## config.mk

```make
export PLATFORM = sky130hd
export DESIGN_NAME = modbus_rtu_frame_detector_top
export DESIGN_NICKNAME = d
export VERILOG_FILES = /design/src/design/mfd_pkg.sv /design/src/design/modbus_rtu_frame_detector_top.sv /design/src/design/mfd_crc_ser.sv
export SDC_FILE = /design/constraint.sdc
export NUM_CORES = 1
export LEC_CHECK = 0
export BUFFER_PORTS_ARGS = -buffer_cell sky130_fd_sc_hd__buf_2
export CORE_MARGIN = 10
export CORE_UTILIZATION = 55
export DETAILED_ROUTE_END_ITERATION = 12
export MAX_ROUTING_LAYER = met4
export PLACE_DENSITY_LB_ADDON = 0.08
export SYNTH_ARGS = -nofsm -noshare
export SYNTH_HDL_FRONTEND = slang
export SYNTH_SLANG_ARGS = --single-unit
```

## constraint.sdc

```tcl
create_clock -name clk_i -period 4.39 [get_ports clk_i]
set_input_delay 0.878 -clock clk_i [delete_from_list [all_inputs] [get_ports clk_i]]
set_output_delay 0.878 -clock clk_i [all_outputs]
set_load 0.02 [all_outputs]
```

## src/design/mfd_pkg.sv

```systemverilog
// Shared constants, types and the CRC-16 byte step for the Modbus RTU frame detector.
// No dependencies.
`default_nettype none

package mfd_pkg;

  localparam int unsigned FRAME_LEN_DEF = 8;

  localparam logic [7:0]  ADDR_RESET = 8'h01;
  localparam logic [15:0] CRC_POLY   = 16'hA001;
  localparam logic [15:0] CRC_INIT   = 16'hFFFF;
  localparam logic [15:0] CRC_LSB    = 16'h0001;

  // Status of the serial CRC unit towards the controller
  typedef struct packed {
    logic busy;
    logic done;
  } mfd_crc_sts_t;

  // One byte of reflected CRC-16: eight shift steps on a 16-bit value
  function automatic logic [15:0] crc_byte(input logic [15:0] crc_in, input logic [7:0] data);
    logic [15:0] c;
    c = crc_in ^ {8'h00, data};
    for (int b = 0; b < 8; b++) begin
      if ((c & CRC_LSB) != 16'h0000) begin
        c = (c >> 1) ^ CRC_POLY;
      end else begin
        c = c >> 1;
      end
    end
    return c;
  endfunction

endpackage

`default_nettype wire

```

## src/design/modbus_rtu_frame_detector_top.sv

```systemverilog
// Modbus RTU frame detector, top level: byte window, fill count, control and output register.
// An accepted byte goes to ST_CHK; when the window is full and addressed to us the serial
// CRC runs one byte per cycle over FRAME_LEN-2 bytes before ST_RES, else ST_RES follows.
// A new byte is taken only in ST_IDLE, after the result has gone to the output register.
// Reset (async, active low) clears fill count, control and output valid; address reads 1.
// Depends on mfd_pkg and mfd_crc_ser.
`default_nettype none

module modbus_rtu_frame_detector_top #(
  parameter int unsigned FRAME_LEN = mfd_pkg::FRAME_LEN_DEF
) (
  input  wire logic        clk_i,
  input  wire logic        rst_ni,
  // configuration: slave_address
  input  wire logic        cfg_we_i,
  input  wire logic [7:0]  cfg_wdata_i,
  // input stream
  input  wire logic        s_axis_tvalid,
  output logic             s_axis_tready,
  input  wire logic [7:0]  s_axis_tdata,   // [7:0] rx_byte
  // result stream
  output logic             m_axis_tvalid,
  input  wire logic        m_axis_tready,
  output logic [39:0]      m_axis_tdata,   // [7:0] function_code, [23:8] start_register,
                                           // [39:24] count_or_value
  output logic [0:0]       m_axis_tuser    // [0] frame_ok
);
  import mfd_pkg::*;

  localparam int unsigned FW     = $clog2(FRAME_LEN + 1);
  localparam int unsigned NBYTES = FRAME_LEN - 2;

  typedef enum logic [3:0] {
    ST_IDLE = 4'b0001,  // waiting for a byte
    ST_CHK  = 4'b0010,  // window updated, decide whether to check
    ST_CRC  = 4'b0100,  // serial CRC running
    ST_RES  = 4'b1000   // result ready, waiting for the output register
  } state_e;

  state_e          state_q, state_d;
  logic [FW-1:0]   fill_q, fill_d;
  logic [7:0]      addr_q;
  logic [7:0]      win_q [FRAME_LEN];   // oldest byte at index 0
  logic            ok_q, ok_d;
  logic            m_valid_q, m_valid_d;
  logic [39:0]     m_data_q, m_data_d;
  logic            m_user_q, m_user_d;

  logic                  in_acc;
  logic                  crc_start;
  mfd_crc_sts_t          crc_sts;
  logic [15:0]           crc_val;
  logic [8*NBYTES-1:0]   crc_data;
  logic [7:0]            pay_b [1:5];
  logic                  out_free;

  assign s_axis_tready = (state_q == ST_IDLE);
  assign in_acc        = s_axis_tvalid && s_axis_tready;
  assign out_free      = !m_valid_q || m_axis_tready;

  // Bytes at or past the CRC bytes read as zero in the payload fields
  for (genvar k = 1; k <= 5; k++) begin : g_pay
    if (k + 2 < FRAME_LEN) begin : g_in
      assign pay_b[k] = win_q[k];
    end else begin : g_out
      assign pay_b[k] = 8'h00;
    end
  end

  for (genvar j = 0; j < NBYTES; j++) begin : g_crc_data
    assign crc_data[8*j +: 8] = win_q[j];
  end

  mfd_crc_ser #(
    .NBYTES (NBYTES)
  ) u_crc (
    .clk_i   (clk_i),
    .rst_ni  (rst_ni),
    .start_i (crc_start),
    .data_i  (crc_data),
    .sts_o   (crc_sts),
    .crc_o   (crc_val)
  );

  always_comb begin
    state_d   = state_q;
    fill_d    = fill_q;
    ok_d      = ok_q;
    crc_start = 1'b0;
    m_valid_d = m_valid_q && !m_axis_tready;
    m_data_d  = m_data_q;
    m_user_d  = m_user_q;
    unique case (state_q)
      ST_IDLE: begin
        if (in_acc) begin
          if (fill_q != FW'(FRAME_LEN)) begin
            fill_d = fill_q + FW'(1);
          end
          state_d = ST_CHK;
        end
      end
      ST_CHK: begin
        if (fill_q == FW'(FRAME_LEN) && win_q[0] == addr_q) begin
          crc_start = 1'b1;
          state_d   = ST_CRC;
        end else begin
          ok_d    = 1'b0;
          state_d = ST_RES;
        end
      end
      ST_CRC: begin
        if (crc_sts.done) begin
          // CRC sent low byte first
          ok_d = (crc_val == {win_q[FRAME_LEN-1], win_q[FRAME_LEN-2]});
          if (crc_val == {win_q[FRAME_LEN-1], win_q[FRAME_LEN-2]}) begin
            fill_d = '0;
          end
          state_d = ST_RES;
        end
      end
      ST_RES: begin
        if (out_free) begin
          m_valid_d = 1'b1;
          m_user_d  = ok_q;
          m_data_d  = ok_q ? {pay_b[4], pay_b[5], pay_b[2], pay_b[3], pay_b[1]} : 40'h0;
          state_d   = ST_IDLE;
        end
      end
      default: begin
        state_d = ST_IDLE;
      end
    endcase
  end

  // Window shift register and result payload registers, no reset
  always_ff @(posedge clk_i) begin
    if (in_acc) begin
      for (int i = 0; i < FRAME_LEN - 1; i++) begin
        win_q[i] <= win_q[i+1];
      end
      win_q[FRAME_LEN-1] <= s_axis_tdata;
    end
    m_data_q <= m_data_d;
    m_user_q <= m_user_d;
    ok_q     <= ok_d;
  end

  always_ff @(posedge clk_i or negedge rst_ni) begin
    if (!rst_ni) begin
      state_q   <= ST_IDLE;
      fill_q    <= '0;
      addr_q    <= ADDR_RESET;
      m_valid_q <= 1'b0;
    end else begin
      state_q   <= state_d;
      fill_q    <= fill_d;
      m_valid_q <= m_valid_d;
      if (cfg_we_i) begin
        addr_q <= cfg_wdata_i;
      end
    end
  end

  assign m_axis_tvalid   = m_valid_q;
  assign m_axis_tdata    = m_data_q;
  assign m_axis_tuser[0] = m_user_q;

  // no byte taken while the CRC unit is working
  a_no_acc_busy: assert property (@(posedge clk_i) disable iff (!rst_ni)
    s_axis_tready |-> !crc_sts.busy)
    else $error("byte accepted while CRC busy");

  // CRC completion only seen while waiting for it
  a_done_in_crc: assert property (@(posedge clk_i) disable iff (!rst_ni)
    crc_sts.done |-> (state_q == ST_CRC))
    else $error("CRC done outside CRC state");

  // fill count saturates at the frame length
  a_fill_max: assert property (@(posedge clk_i) disable iff (!rst_ni)
    fill_q <= FW'(FRAME_LEN))
    else $error("fill count past frame length");

  // a rejected window carries zero payload
  a_zero_payload: assert property (@(posedge clk_i) disable iff (!rst_ni)
    (m_axis_tvalid && !m_axis_tuser[0]) |-> (m_axis_tdata == 40'h0))
    else $error("payload not zero without frame");

  // a check is only started on a full window
  a_start_full: assert property (@(posedge clk_i) disable iff (!rst_ni)
    crc_start |-> (fill_q == FW'(FRAME_LEN)))
    else $error("CRC started on partial window");

endmodule

`default_nettype wire

```

## src/design/mfd_crc_ser.sv

```systemverilog
// Byte-serial CRC-16 unit: scan shift register, CRC register and byte counter.
// Depends on mfd_pkg.
`default_nettype none

module mfd_crc_ser #(
  parameter int unsigned NBYTES = mfd_pkg::FRAME_LEN_DEF - 2
) (
  input  wire logic                    clk_i,
  input  wire logic                    rst_ni,
  input  wire logic                    start_i,
  input  wire logic [8*NBYTES-1:0]     data_i,   // byte 0 in the lowest bits
  output mfd_pkg::mfd_crc_sts_t        sts_o,
  output logic [15:0]                  crc_o
);
  import mfd_pkg::*;

  localparam int unsigned CW = $clog2(NBYTES + 1);

  logic [8*NBYTES-1:0] scan_q, scan_d;
  logic [15:0]         crc_q, crc_d;
  logic [CW-1:0]       cnt_q, cnt_d;
  logic                busy_q, busy_d;
  logic                done_q, done_d;

  always_comb begin
    scan_d = scan_q;
    crc_d  = crc_q;
    cnt_d  = cnt_q;
    busy_d = busy_q;
    done_d = 1'b0;
    if (start_i) begin
      scan_d = data_i;
      crc_d  = CRC_INIT;
      cnt_d  = CW'(NBYTES);
      busy_d = 1'b1;
    end else if (busy_q) begin
      crc_d  = crc_byte(crc_q, scan_q[7:0]);
      scan_d = scan_q >> 8;
      cnt_d  = cnt_q - CW'(1);
      if (cnt_q == CW'(1)) begin
        busy_d = 1'b0;
        done_d = 1'b1;
      end
    end
  end

  // payload: no reset
  always_ff @(posedge clk_i) begin
    scan_q <= scan_d;
    crc_q  <= crc_d;
  end

  always_ff @(posedge clk_i or negedge rst_ni) begin
    if (!rst_ni) begin
      cnt_q  <= '0;
      busy_q <= 1'b0;
      done_q <= 1'b0;
    end else begin
      cnt_q  <= cnt_d;
      busy_q <= busy_d;
      done_q <= done_d;
    end
  end

  assign sts_o.busy = busy_q;
  assign sts_o.done = done_q;
  assign crc_o      = crc_q;

endmodule

`default_nettype wire
```

==> out/metrics.cfg, run 1 <==
[clocking]
cts_max_path_buffers=2
cts_hold_buf=0
clk_pin_slew_worst_paths_ns=0.06
htreeDepth=4
postCtsResizedCells=0
clock_latency_ns=0.43
clock-sinks=192
cts-buffers-inserted=17
cts-root-buf=clkbuf_16
cts_tree=yes
cts_setup_buffers=0

[pwr]
total_power_w=0.00439
p_leak_nw=3.41
power.density_nw_per_um2=505
vdd_ir_drop_max_mv=0.325

[min_path]
min_path_type=input pin to async pin

[drt]
routedWlPerCell_microns=17.2
drtIter0Drc=353
dr.pass1.iters=5
num_vias=4273
avgViaCountPerCell=5.22
routed_wl_mm=14.1
postRouteAntennaNets=0
drc=0

[placed_design]
dpl.cell_count=786
dpl_cell_area_sq_um=8130
portBuffers=63
dp_hpwl_mm=9.18
gp_congestion=0.848

[global_routing]
grt.overflow.total=0
antenna_found_initial=0
grt_pass1_vias=4232
grt_pass1_wl_mm=22.7
grt_max_degree=62
grt_usage=0.163

[timing]
rsz0062_at_grt=false
setup_violations=0
setup-tns-final_ns=0
hold_violations=0
clock.fmax_mhz=390
clock_skew_ns=0.0105
min_period_ns=2.57
slew_viol_final=0
relSlewSlack=0.240
period_share=0.585
worst_pin_slew_ns=1.14

[setup_path]
crit_slowest_cell=buf_4
cp_data_required_time_ns=4.45
critPathBufInv=1
rr_startpoint=win_q[0][1]
ff2ff_setup_slack_ns=1.82
startpoint_type=register
timing.rr.end=u_crc.scan_q[28]
end_kind=register
r2r_cells=6
crit_path_max_incr_delay_ns=0.50
critPathTopFamily=simple AND/OR/NAND/NOR gates
crit_type=register to register
path_cells=xnor2_1, nor4bb_1, nand4_1, or2_2, nand2b_2, buf_4
crit_fanout=48
cp.arrival_ns=2.63

[layout]
fin_util=0.648
insertedDiodeCount=0
area_growth_pct=14.0
stdcell_area_sq_um=8680
stdcell_count=818
final_nets=654
drive_above_1_share=0.182
n_fill_cell=1036

[synth]
synth_edf_count=154
synth.area.top_cells=edfxtp_1 (61%), nand2_1 (7.6%), dfrtp_1 (6.6%)
ys_types=41
yosysTopAreaCellShare=0.607
synth_ff_type=edfxtp_1
synth_fp_nets=589
ys_warn_count=0
async_flop_share=0.115
synth_seq_cells=192
syn_area_per_cell_sq_um=13.5
syn_inst=564
synth_area_sq_um=7620
synth-seq-area-share=0.722
synth_top_area_cell=edfxtp_1

[run]
cap_violations=0

[die]
io_pins=64
initial_core_util=0.569
die_w_microns=138
die_h_microns=138
coreArea_sq_um=13400
rows=42
die-area_sq_um=19000

[run_status]
status=finished clean

per-layer routing:
| layer | track usage | wire, microns | vias up |
|---|---|---|---|
| met3 | 0.0488 | 755 | 19 |
| met5 | - | 0 | - |
| li1 | - | - | 2065 |
| met4 | 0.0643 | 255 | 0 |
| met2 | 0.230 | 6500 | 106 |
| met1 | 0.216 | 6550 | 2083 |
report_power, final:
group          internal, W  total, W  switching, W
Clock             0.000809   0.00143      0.000625
Combinational     0.000175  0.000456      0.000281
Sequential         0.00230   0.00250      0.000197
Total              0.00328   0.00439       0.00110
placed cells by master, fill, tap and decap left out, types with 5 or more instances in the layout:
cell type  instances
buf_2             63
nor2_1            12
buf_4              6
o21ai_0           13
mux2_2             8
nand2_1          155
edfxtp_1         154
xor2_1            24
inv_1              7
dfrtp_1           20
and2_1            49
dfxtp_1           16
xnor2_1           18
clkbuf_16         17
nand3_1            6
mux2i_1            5
final cells by class:
cell class              count  area, sq um  area share
repair buffers             69          360      0.0415
clock inverters            10         88.8      0.0102
clock buffers              22          464      0.0535
flip-flops and latches    192         5500       0.633
well taps                 176          220      0.0254
inverters                   7         26.3     0.00303
multi-input cells         342         2030       0.233
cells by family (layout without fill, tap and decap cells):
kind of cell    Yosys count  after routing  synth area share
mux                      13             13            0.0184
xor+xnor                 47             47            0.0606
simple gates            256            256             0.161
buf+inv                  30            108            0.0148
flops                   192            192             0.722
compound gates           22             22            0.0167
fa+ha+maj                 4              4           0.00657
flip-flops by register name (all words and copies together) (netlist names), 3 cells and up:
name	flops
addr_q	8
state_q	4
win_q	64
u_crc.scan_q	48
u_crc.cnt_q	3
u_crc.crc_o	16
m_axis_tdata	40
fill_q	4
stage by stage:
stage,setup slack [ns],hold slack (ns)
4_1_cts,1.83,0.423
5_1_grt,1.68,0.441
6_report,1.82,0.421
2_1_floorplan,0.831,0.433
3_5_place_dp,1.71,0.459
3_3_place_gp,1.79,0.455
synthesized netlist by cell type, types with 3 or more instances:
| master | number |
|---|---|
| buf_1 | 3 |
| dfrtp_1 | 20 |
| ha_1 | 4 |
| nand3b_1 | 4 |
| nand3_1 | 6 |
| xnor2_2 | 3 |
| xor2_1 | 24 |
| xnor2_1 | 18 |
| nor4_1 | 5 |
| and2_1 | 49 |
| mux2i_1 | 5 |
| dfxtp_1 | 16 |
| a31oi_1 | 3 |
| nor2b_1 | 4 |
| inv_1 | 7 |
| clkbuf_1 | 20 |
| nor3_1 | 4 |
| mux2_2 | 8 |
| edfxtp_1 | 154 |
| nor2_1 | 13 |
| nand2_1 | 155 |
| o21ai_0 | 13 |
worst max-delay path by stage:
| stage | end | start | cells after the start | slack (ns) |
|---|---|---|---|---|
| 3_3_place_gp | fill_q[3] | s_axis_tvalid | 5 | 1.79 |
| 4_1_cts | u_crc.scan_q[11] | win_q[0][1] | 6 | 1.83 |
| 3_5_place_dp | fill_q[3] | s_axis_tvalid | 5 | 1.71 |
| 6_report | u_crc.scan_q[28] | win_q[0][1] | 6 | 1.82 |
| 2_1_floorplan | fill_q[3] | s_axis_tvalid | 4 | 0.83 |
| 5_1_grt | u_crc.scan_q[28] | win_q[0][1] | 6 | 1.68 |
Note: power is estimated with default switching activity, not from simulation.
==> inputs of run 2 (changes only) <==
--- a/config.mk
+++ b/config.mk
@@ -5,6 +5,7 @@
 export SDC_FILE = /design/constraint.sdc
 export NUM_CORES = 1
 export LEC_CHECK = 0
+export ABC_AREA = 1
 export BUFFER_PORTS_ARGS = -buffer_cell sky130_fd_sc_hd__buf_2
 export CORE_MARGIN = 10
 export CORE_UTILIZATION = 55
==> constraint.sdc (replaced) <==
create_clock -name clk_i -period 2.66 [get_ports clk_i]
set_input_delay 0.532 -clock clk_i [delete_from_list [all_inputs] [get_ports clk_i]]
set_output_delay 0.532 -clock clk_i [all_outputs]
set_load 0.02 [all_outputs]
==> out/metrics.cfg, run 2 <==
[run_status]
status=finished clean  ; unchanged

[synth]
syn_inst=697  ; was 564
synth-seq-area-share=0.705  ; was 0.722
ys_warn_count=0  ; unchanged
yosysMostFrequentCell=nand2_1  ; unchanged
yosysTopAreaCellShare=0.593  ; was 0.607
synth_area_sq_um=7800  ; was 7620 sq um
syn_area_per_cell_sq_um=11.2  ; was 13.5 sq um
synth.area.top_cells=edfxtp_1 (59%), nand2_1 (12%), dfrtp_1 (6.4%)  ; was edfxtp_1 (61%), nand2_1 (7.6%), dfrtp_1 (6.6%)
synth_ff_type=edfxtp_1  ; unchanged
synth_fp_nets=722  ; was 589
synth_edf_count=154  ; unchanged
synth_top_area_cell=edfxtp_1  ; unchanged
async_flop_share=0.115  ; unchanged
synth_seq_cells=192  ; unchanged
synth_common_cells=nand2_1 (248), edfxtp_1 (154), inv_1 (89)  ; was nand2_1 (155), edfxtp_1 (154), and2_1 (49)
ys_types=33  ; was 41

[drt]
avgViaCountPerCell=5.06  ; was 5.22
drc=0  ; unchanged
routedWlPerCell_microns=16.1  ; was 17.2 microns
routed_wl_mm=15.5  ; was 14.1 mm
num_vias=4882  ; was 4273
drtIter0Drc=296  ; was 353
dr.pass1.iters=4  ; was 5
postRouteAntennaNets=0  ; unchanged

[die]
die_w_microns=139  ; was 138 microns
die_h_microns=139  ; was 138 microns
coreArea_sq_um=13900  ; was 13400 sq um
die-area_sq_um=19300  ; was 19000 sq um
io_pins=64  ; unchanged
rows=43  ; was 42
initial_core_util=0.562  ; was 0.569

[global_routing]
grt_usage=0.168  ; was 0.163
grt_pass1_vias=4925  ; was 4232
grt.overflow.total=0  ; unchanged
grt_pass1_wl_mm=25.3  ; was 22.7 mm
antenna_found_initial=0  ; unchanged
grt_max_degree=65  ; was 62

[placed_design]
portBuffers=63  ; unchanged
gp_congestion=0.910  ; was 0.848
place_ws_ns=0.472  ; was 1.71 ns
dp_hpwl_mm=10.3  ; was 9.18 mm

[layout]
largest-register=win_q  ; unchanged
mostFrequentLayoutCell=nand2_1  ; unchanged
most-common-layout-cells=nand2_1 (248), edfxtp_1 (154), inv_1 (89)  ; was nand2_1 (155), edfxtp_1 (154), buf_2 (63)
drive_above_1_share=0.168  ; was 0.182
insertedDiodeCount=0  ; unchanged
area_growth_pct=15.3  ; was 14.0%
largest_reg_flops=64  ; unchanged
final_nets=796  ; was 654

[timing]
worst_pin_slew_ns=0.596  ; was 1.14 ns
rsz0062_at_grt=false  ; unchanged
setup-tns-final_ns=0  ; unchanged
slew_viol_final=0  ; unchanged
period_share=0.837  ; was 0.585
min_period_ns=2.23  ; was 2.57 ns
postLayoutSetupSlackWorst_ns=0.433  ; was 1.82 ns
setup_violations=0  ; unchanged
clock_skew_ns=0.00933  ; was 0.0105 ns
clock.fmax_mhz=449  ; was 390 MHz
hold_violations=0  ; unchanged
relSlewSlack=0.602  ; was 0.240

[setup_path]
rr_startpoint=fill_q[0]  ; was win_q[0][1]
cp_common_cell=nand3_1
ff2ff_setup_slack_ns=0.43  ; was 1.82 ns
startpoint_type=register  ; unchanged
path_cells=inv_1, ha_1, nand2_1, nor2_2, nand3_1, nor2_1, nand3_1, nand2_2, buf_12  ; was xnor2_1, nor4bb_1, nand4_1, or2_2, nand2b_2, buf_4
end_kind=register  ; unchanged
r2r_cells=9  ; was 6
crit_type=register to register  ; unchanged
crit_fanout=48  ; unchanged
cp_data_required_time_ns=2.77  ; was 4.45 ns
cp.arrival_ns=2.34  ; was 2.63 ns
crit_path_max_incr_delay_ns=0.41  ; was 0.50 ns
crit_slowest_cell=dfrtp_1  ; was buf_4
timing.rr.end=u_crc.scan_q[46]  ; was u_crc.scan_q[28]

[clocking]
cts_max_path_buffers=2  ; unchanged
cts_hold_buf=0  ; unchanged
postCtsResizedCells=0  ; unchanged
cts-buffers-inserted=17  ; unchanged
htreeDepth=4  ; unchanged
clock-sinks=192  ; unchanged
cts_setup_buffers=0  ; unchanged
clock_latency_ns=0.43  ; about the same
cts-root-buf=clkbuf_16  ; unchanged
clk_pin_slew_worst_paths_ns=0.07  ; was 0.06 ns
cts_tree=yes  ; unchanged

[min_path]
min_path_type=input pin to async pin  ; unchanged

[pwr]
power.density_nw_per_um2=884  ; was 505 nW/um^2
vdd_ir_drop_max_mv=0.569  ; was 0.325 mV
p_leak_nw=3.95  ; was 3.41 nW
total_power_w=0.00795  ; was 0.00439 W

[run]
cap_violations=0  ; unchanged

run 2: worst max path at each step:
stage | from | end | depth (start not counted)
5_1_grt | fill_q[0] | u_crc.scan_q[18] | 9
2_1_floorplan | state_q[0] | win_q[0][0] | 4
3_5_place_dp | fill_q[0] | u_crc.scan_q[33] | 9
6_report | fill_q[0] | u_crc.scan_q[46] | 9
3_3_place_gp | fill_q[0] | u_crc.scan_q[41] | 9
4_1_cts | fill_q[0] | u_crc.scan_q[18] | 9
run 2: power by group:
group / internal [W] / switching [W]
registers: 0.00380 / 0.000320
logic: 0.000358 / 0.000715
clock network: 0.00167 / 0.00108
total: 0.00583 / 0.00212
run 2: kinds of logic after synthesis:
kind of cell    synth area share
compound gates            0.0249
xor+xnor                  0.0326
fa+ha+maj                0.00642
buf+inv                   0.0593
flops                      0.705
mux                      0.00433
simple gates               0.168
run 2: cell type report:
cell class	count	area, sq um
fill	1080	4890
sequential	192	5500
clock inverter	14	208
tap	180	225
timing repair buffer	69	385
clock buffer	18	429
inverter	102	383
multi-input combinational	389	1860
run 2: critical path: cells and delay by family (launching register included):
family                     cells  cell delay (ns)
and+or+nand+nor                6             0.95
adders and majority gates      1             0.15
DFF                            1             0.41
buffers and inverters          2             0.38
run 2: per-layer routing:
metal	GRT usage	share of wire	wire [microns]	vias to the layer above
met5	-	0	0	-
met4	0.0439	0.0082	127	0
met3	0.0442	0.047	726	12
met2	0.254	0.47	7380	111
met1	0.221	0.47	7320	2355
li1	-	-	-	2404
run 2: metrics by stage:
stage | util | cell area [sq um] | hold WS (ns) | instances
after floorplan | - | 7810 | 0.236 | 697
after global placement | 0.602 | 8360 | 0.451 | 932
after detailed placement | 0.602 | 8360 | 0.461 | 932
after CTS | 0.648 | 8990 | 0.0676 | 964
after global routing | 0.648 | 8990 | 0.0963 | 964
final | 0.648 | 8990 | 0.0625 | 964
==> inputs of run 3 (changes only) <==
==> constraint.sdc (replaced) <==
create_clock -name clk_i -period 2.1 [get_ports clk_i]
set_input_delay 0.42 -clock clk_i [delete_from_list [all_inputs] [get_ports clk_i]]
set_output_delay 0.42 -clock clk_i [all_outputs]
set_load 0.02 [all_outputs]
==> out/metrics.cfg, run 3 (synthesis gave the netlist of run 2 again) <==
[run_status]
status=finished clean  ; unchanged

[drt]
num_vias=4970  ; was 4882
drc=0  ; unchanged
routedWlPerCell_microns=15.9  ; was 16.1 microns
routed_wl_mm=15.5  ; about the same
drtIter0Drc=343  ; was 296
postRouteAntennaNets=0  ; unchanged
avgViaCountPerCell=5.10  ; was 5.06
dr.pass1.iters=5  ; was 4

[min_path]
whs_path_depth=1
min_path_type=input pin to register  ; was input pin to async pin

[pwr]
power.share.sequential=0.522  ; was 0.519
vdd_ir_drop_max_mv=0.825  ; was 0.569 mV
p_sw_frac=0.269  ; was 0.266
p_leak_nw=4.01  ; was 3.95 nW
p_int_w=0.00731  ; was 0.00583 W
switching_power_w=0.00269  ; was 0.00212 W
power_frac_clock=0.336  ; was 0.346
comb_power_share=0.142  ; was 0.135
power.density_nw_per_um2=1090  ; was 884 nW/um^2

[die]
io_pins=64  ; unchanged
initial_core_util=0.562  ; unchanged
die_w_microns=139  ; unchanged
rows=43  ; unchanged
die_h_microns=139  ; unchanged
die-area_sq_um=19300  ; unchanged
coreArea_sq_um=13900  ; unchanged

[setup_path]
crit_slowest_cell=dfstp_2  ; was dfrtp_1
startpoint_type=register  ; unchanged
end_kind=register  ; unchanged
critPathTopFamily=simple AND/OR/NAND/NOR gates  ; unchanged
cp_data_required_time_ns=2.40  ; was 2.77 ns
crit_fanout=18  ; was 48
r2r_cells=9  ; unchanged
crit_path_max_incr_delay_ns=0.53  ; was 0.41 ns
path_cells=inv_1, nand2_1, nand4_1, nor4_2, nand2_1, nor2_4, buf_8, nand2_1, nand2_1  ; was inv_1, ha_1, nand2_1, nor2_2, nand3_1, nor2_1, nand3_1, nand2_2, buf_12
crit_type=register to register  ; unchanged
cp.arrival_ns=2.24  ; was 2.34 ns
critPathBufInv=2  ; unchanged
cp_num_cells=9  ; unchanged
cp_common_cell=nand2_1  ; was nand3_1

[layout]
mostFrequentLayoutCell=nand2_1  ; unchanged
insertedDiodeCount=0  ; unchanged
multi_input_area_sq_um=1900  ; was 1860 sq um
area_growth_pct=17.1  ; was 15.3%
seq_area_sq_um=5500  ; unchanged
most-common-layout-cells=nand2_1 (247), edfxtp_1 (154), inv_1 (88)  ; was nand2_1 (248), edfxtp_1 (154), inv_1 (89)
n_fill_cell=1084  ; was 1080
largest-register=win_q  ; unchanged
largest_reg_flops=64  ; unchanged
final_nets=806  ; was 796
drive_above_1_share=0.183  ; was 0.168
stdcell_area_sq_um=9140  ; was 8990 sq um

[clocking]
cts_max_path_buffers=2  ; unchanged
cts_tree=yes  ; unchanged
clock_latency_ns=0.43  ; about the same
cts-buffers-inserted=17  ; unchanged
cts-root-buf=clkbuf_16  ; unchanged
htreeDepth=4  ; unchanged
clk_pin_slew_worst_paths_ns=0.07  ; about the same
clock-sinks=192  ; unchanged

[timing]
relSlewSlack=0.646  ; was 0.602
postLayoutSetupSlackWorst_ns=0.155  ; was 0.433 ns
whs_ns=0.165  ; was 0.0625 ns
setup_violations=0  ; unchanged
clock.fmax_mhz=514  ; was 449 MHz
min_period_ns=1.94  ; was 2.23 ns
hold_violations=0  ; unchanged
slew_viol_final=0  ; unchanged
worst_pin_slew_ns=0.531  ; was 0.596 ns
setup-tns-final_ns=0  ; unchanged
period_share=0.926  ; was 0.837
clock_skew_ns=0.00726  ; was 0.00933 ns

[global_routing]
grt.overflow.total=0  ; unchanged
grt_pass1_wl_mm=25.2  ; was 25.3 mm
grt_max_degree=65  ; unchanged
grt_pass1_vias=4891  ; was 4925
grt_usage=0.167  ; was 0.168
antenna_found_initial=0  ; unchanged

[run]
cap_violations=0  ; unchanged

[placed_design]
gp_congestion=0.902  ; was 0.910
dpl_cell_area_sq_um=8440  ; was 8360 sq um
place_ws_ns=0.0719  ; was 0.472 ns
portBuffers=63  ; unchanged
dp_hpwl_mm=10.5  ; was 10.3 mm

run 3: cell types whose count changed in the layout (fill, tap and decap cells not counted), moves of 2 or more:
cell	change
clkinv_4	+2
nand2_4	+2
buf_4	+4
inv_6	-3
clkinvlp_4	+2
buf_12	+3
run 3: final cells by class:
cell class / count / area share
flip-flops and latches: 192 / 0.602
multi-input cells: 389 / 0.208
repair buffers: 79 / 0.0560
clock buffers: 19 / 0.0474
inverters: 102 / 0.0422
well taps: 180 / 0.0247
clock inverters: 13 / 0.0204
run 3: per-layer routing:
metal | share of wire | GRT usage | vias to the layer above
li1 | - | - | 2423
met1 | 0.45 | 0.211 | 2393
met2 | 0.47 | 0.250 | 131
met3 | 0.053 | 0.0466 | 23
met4 | 0.020 | 0.0664 | 0
met5 | 0 | - | -
run 3: per-stage QoR:
| stage | total power, W | utilization | cells |
|---|---|---|---|
| 2_1_floorplan | 0.00616 | - | 697 |
| 3_3_place_gp | 0.00666 | 0.608 | 936 |
| 3_5_place_dp | 0.00671 | 0.608 | 936 |
| 4_1_cts | 0.0101 | 0.653 | 969 |
| 5_1_grt | 0.0105 | 0.658 | 974 |
| 6_report | 0.0100 | 0.658 | 974 |
run 3: worst paths after layout:
check / slack, ns / end / startpoint
worst max register to register: 0.16 / u_crc.scan_q[38] / addr_q[0]
worst min register to register: 0.47 / win_q[1][21] / win_q[1][29]
worst min-delay path: 0.16 / win_q[1][28] / s_axis_tdata[4]
min in group asynchronous: 0.50 / fill_q[3] / rst_ni
max in group asynchronous: 1.23 / addr_q[0] / rst_ni
worst max-delay path: 0.16 / u_crc.scan_q[38] / addr_q[0]
run 3: power by group through the flow:
stage / Clock, W / Combinational [W] / Sequential [W]
2_1_floorplan: 0 / 0.000920 / 0.00524
3_3_place_gp: 0 / 0.00137 / 0.00529
3_5_place_dp: 0 / 0.00141 / 0.00530
4_1_cts: 0.00342 / 0.00142 / 0.00523
5_1_grt: 0.00356 / 0.00162 / 0.00528
6_report: 0.00336 / 0.00142 / 0.00522
run 3: what timing repair did:
action,CTS,global route
buffers inserted,0,5
endpoints found under the setup margin,0,42
endpoints found under the hold margin,20,0
gates resized for setup,0,8
hold buffers,1,0
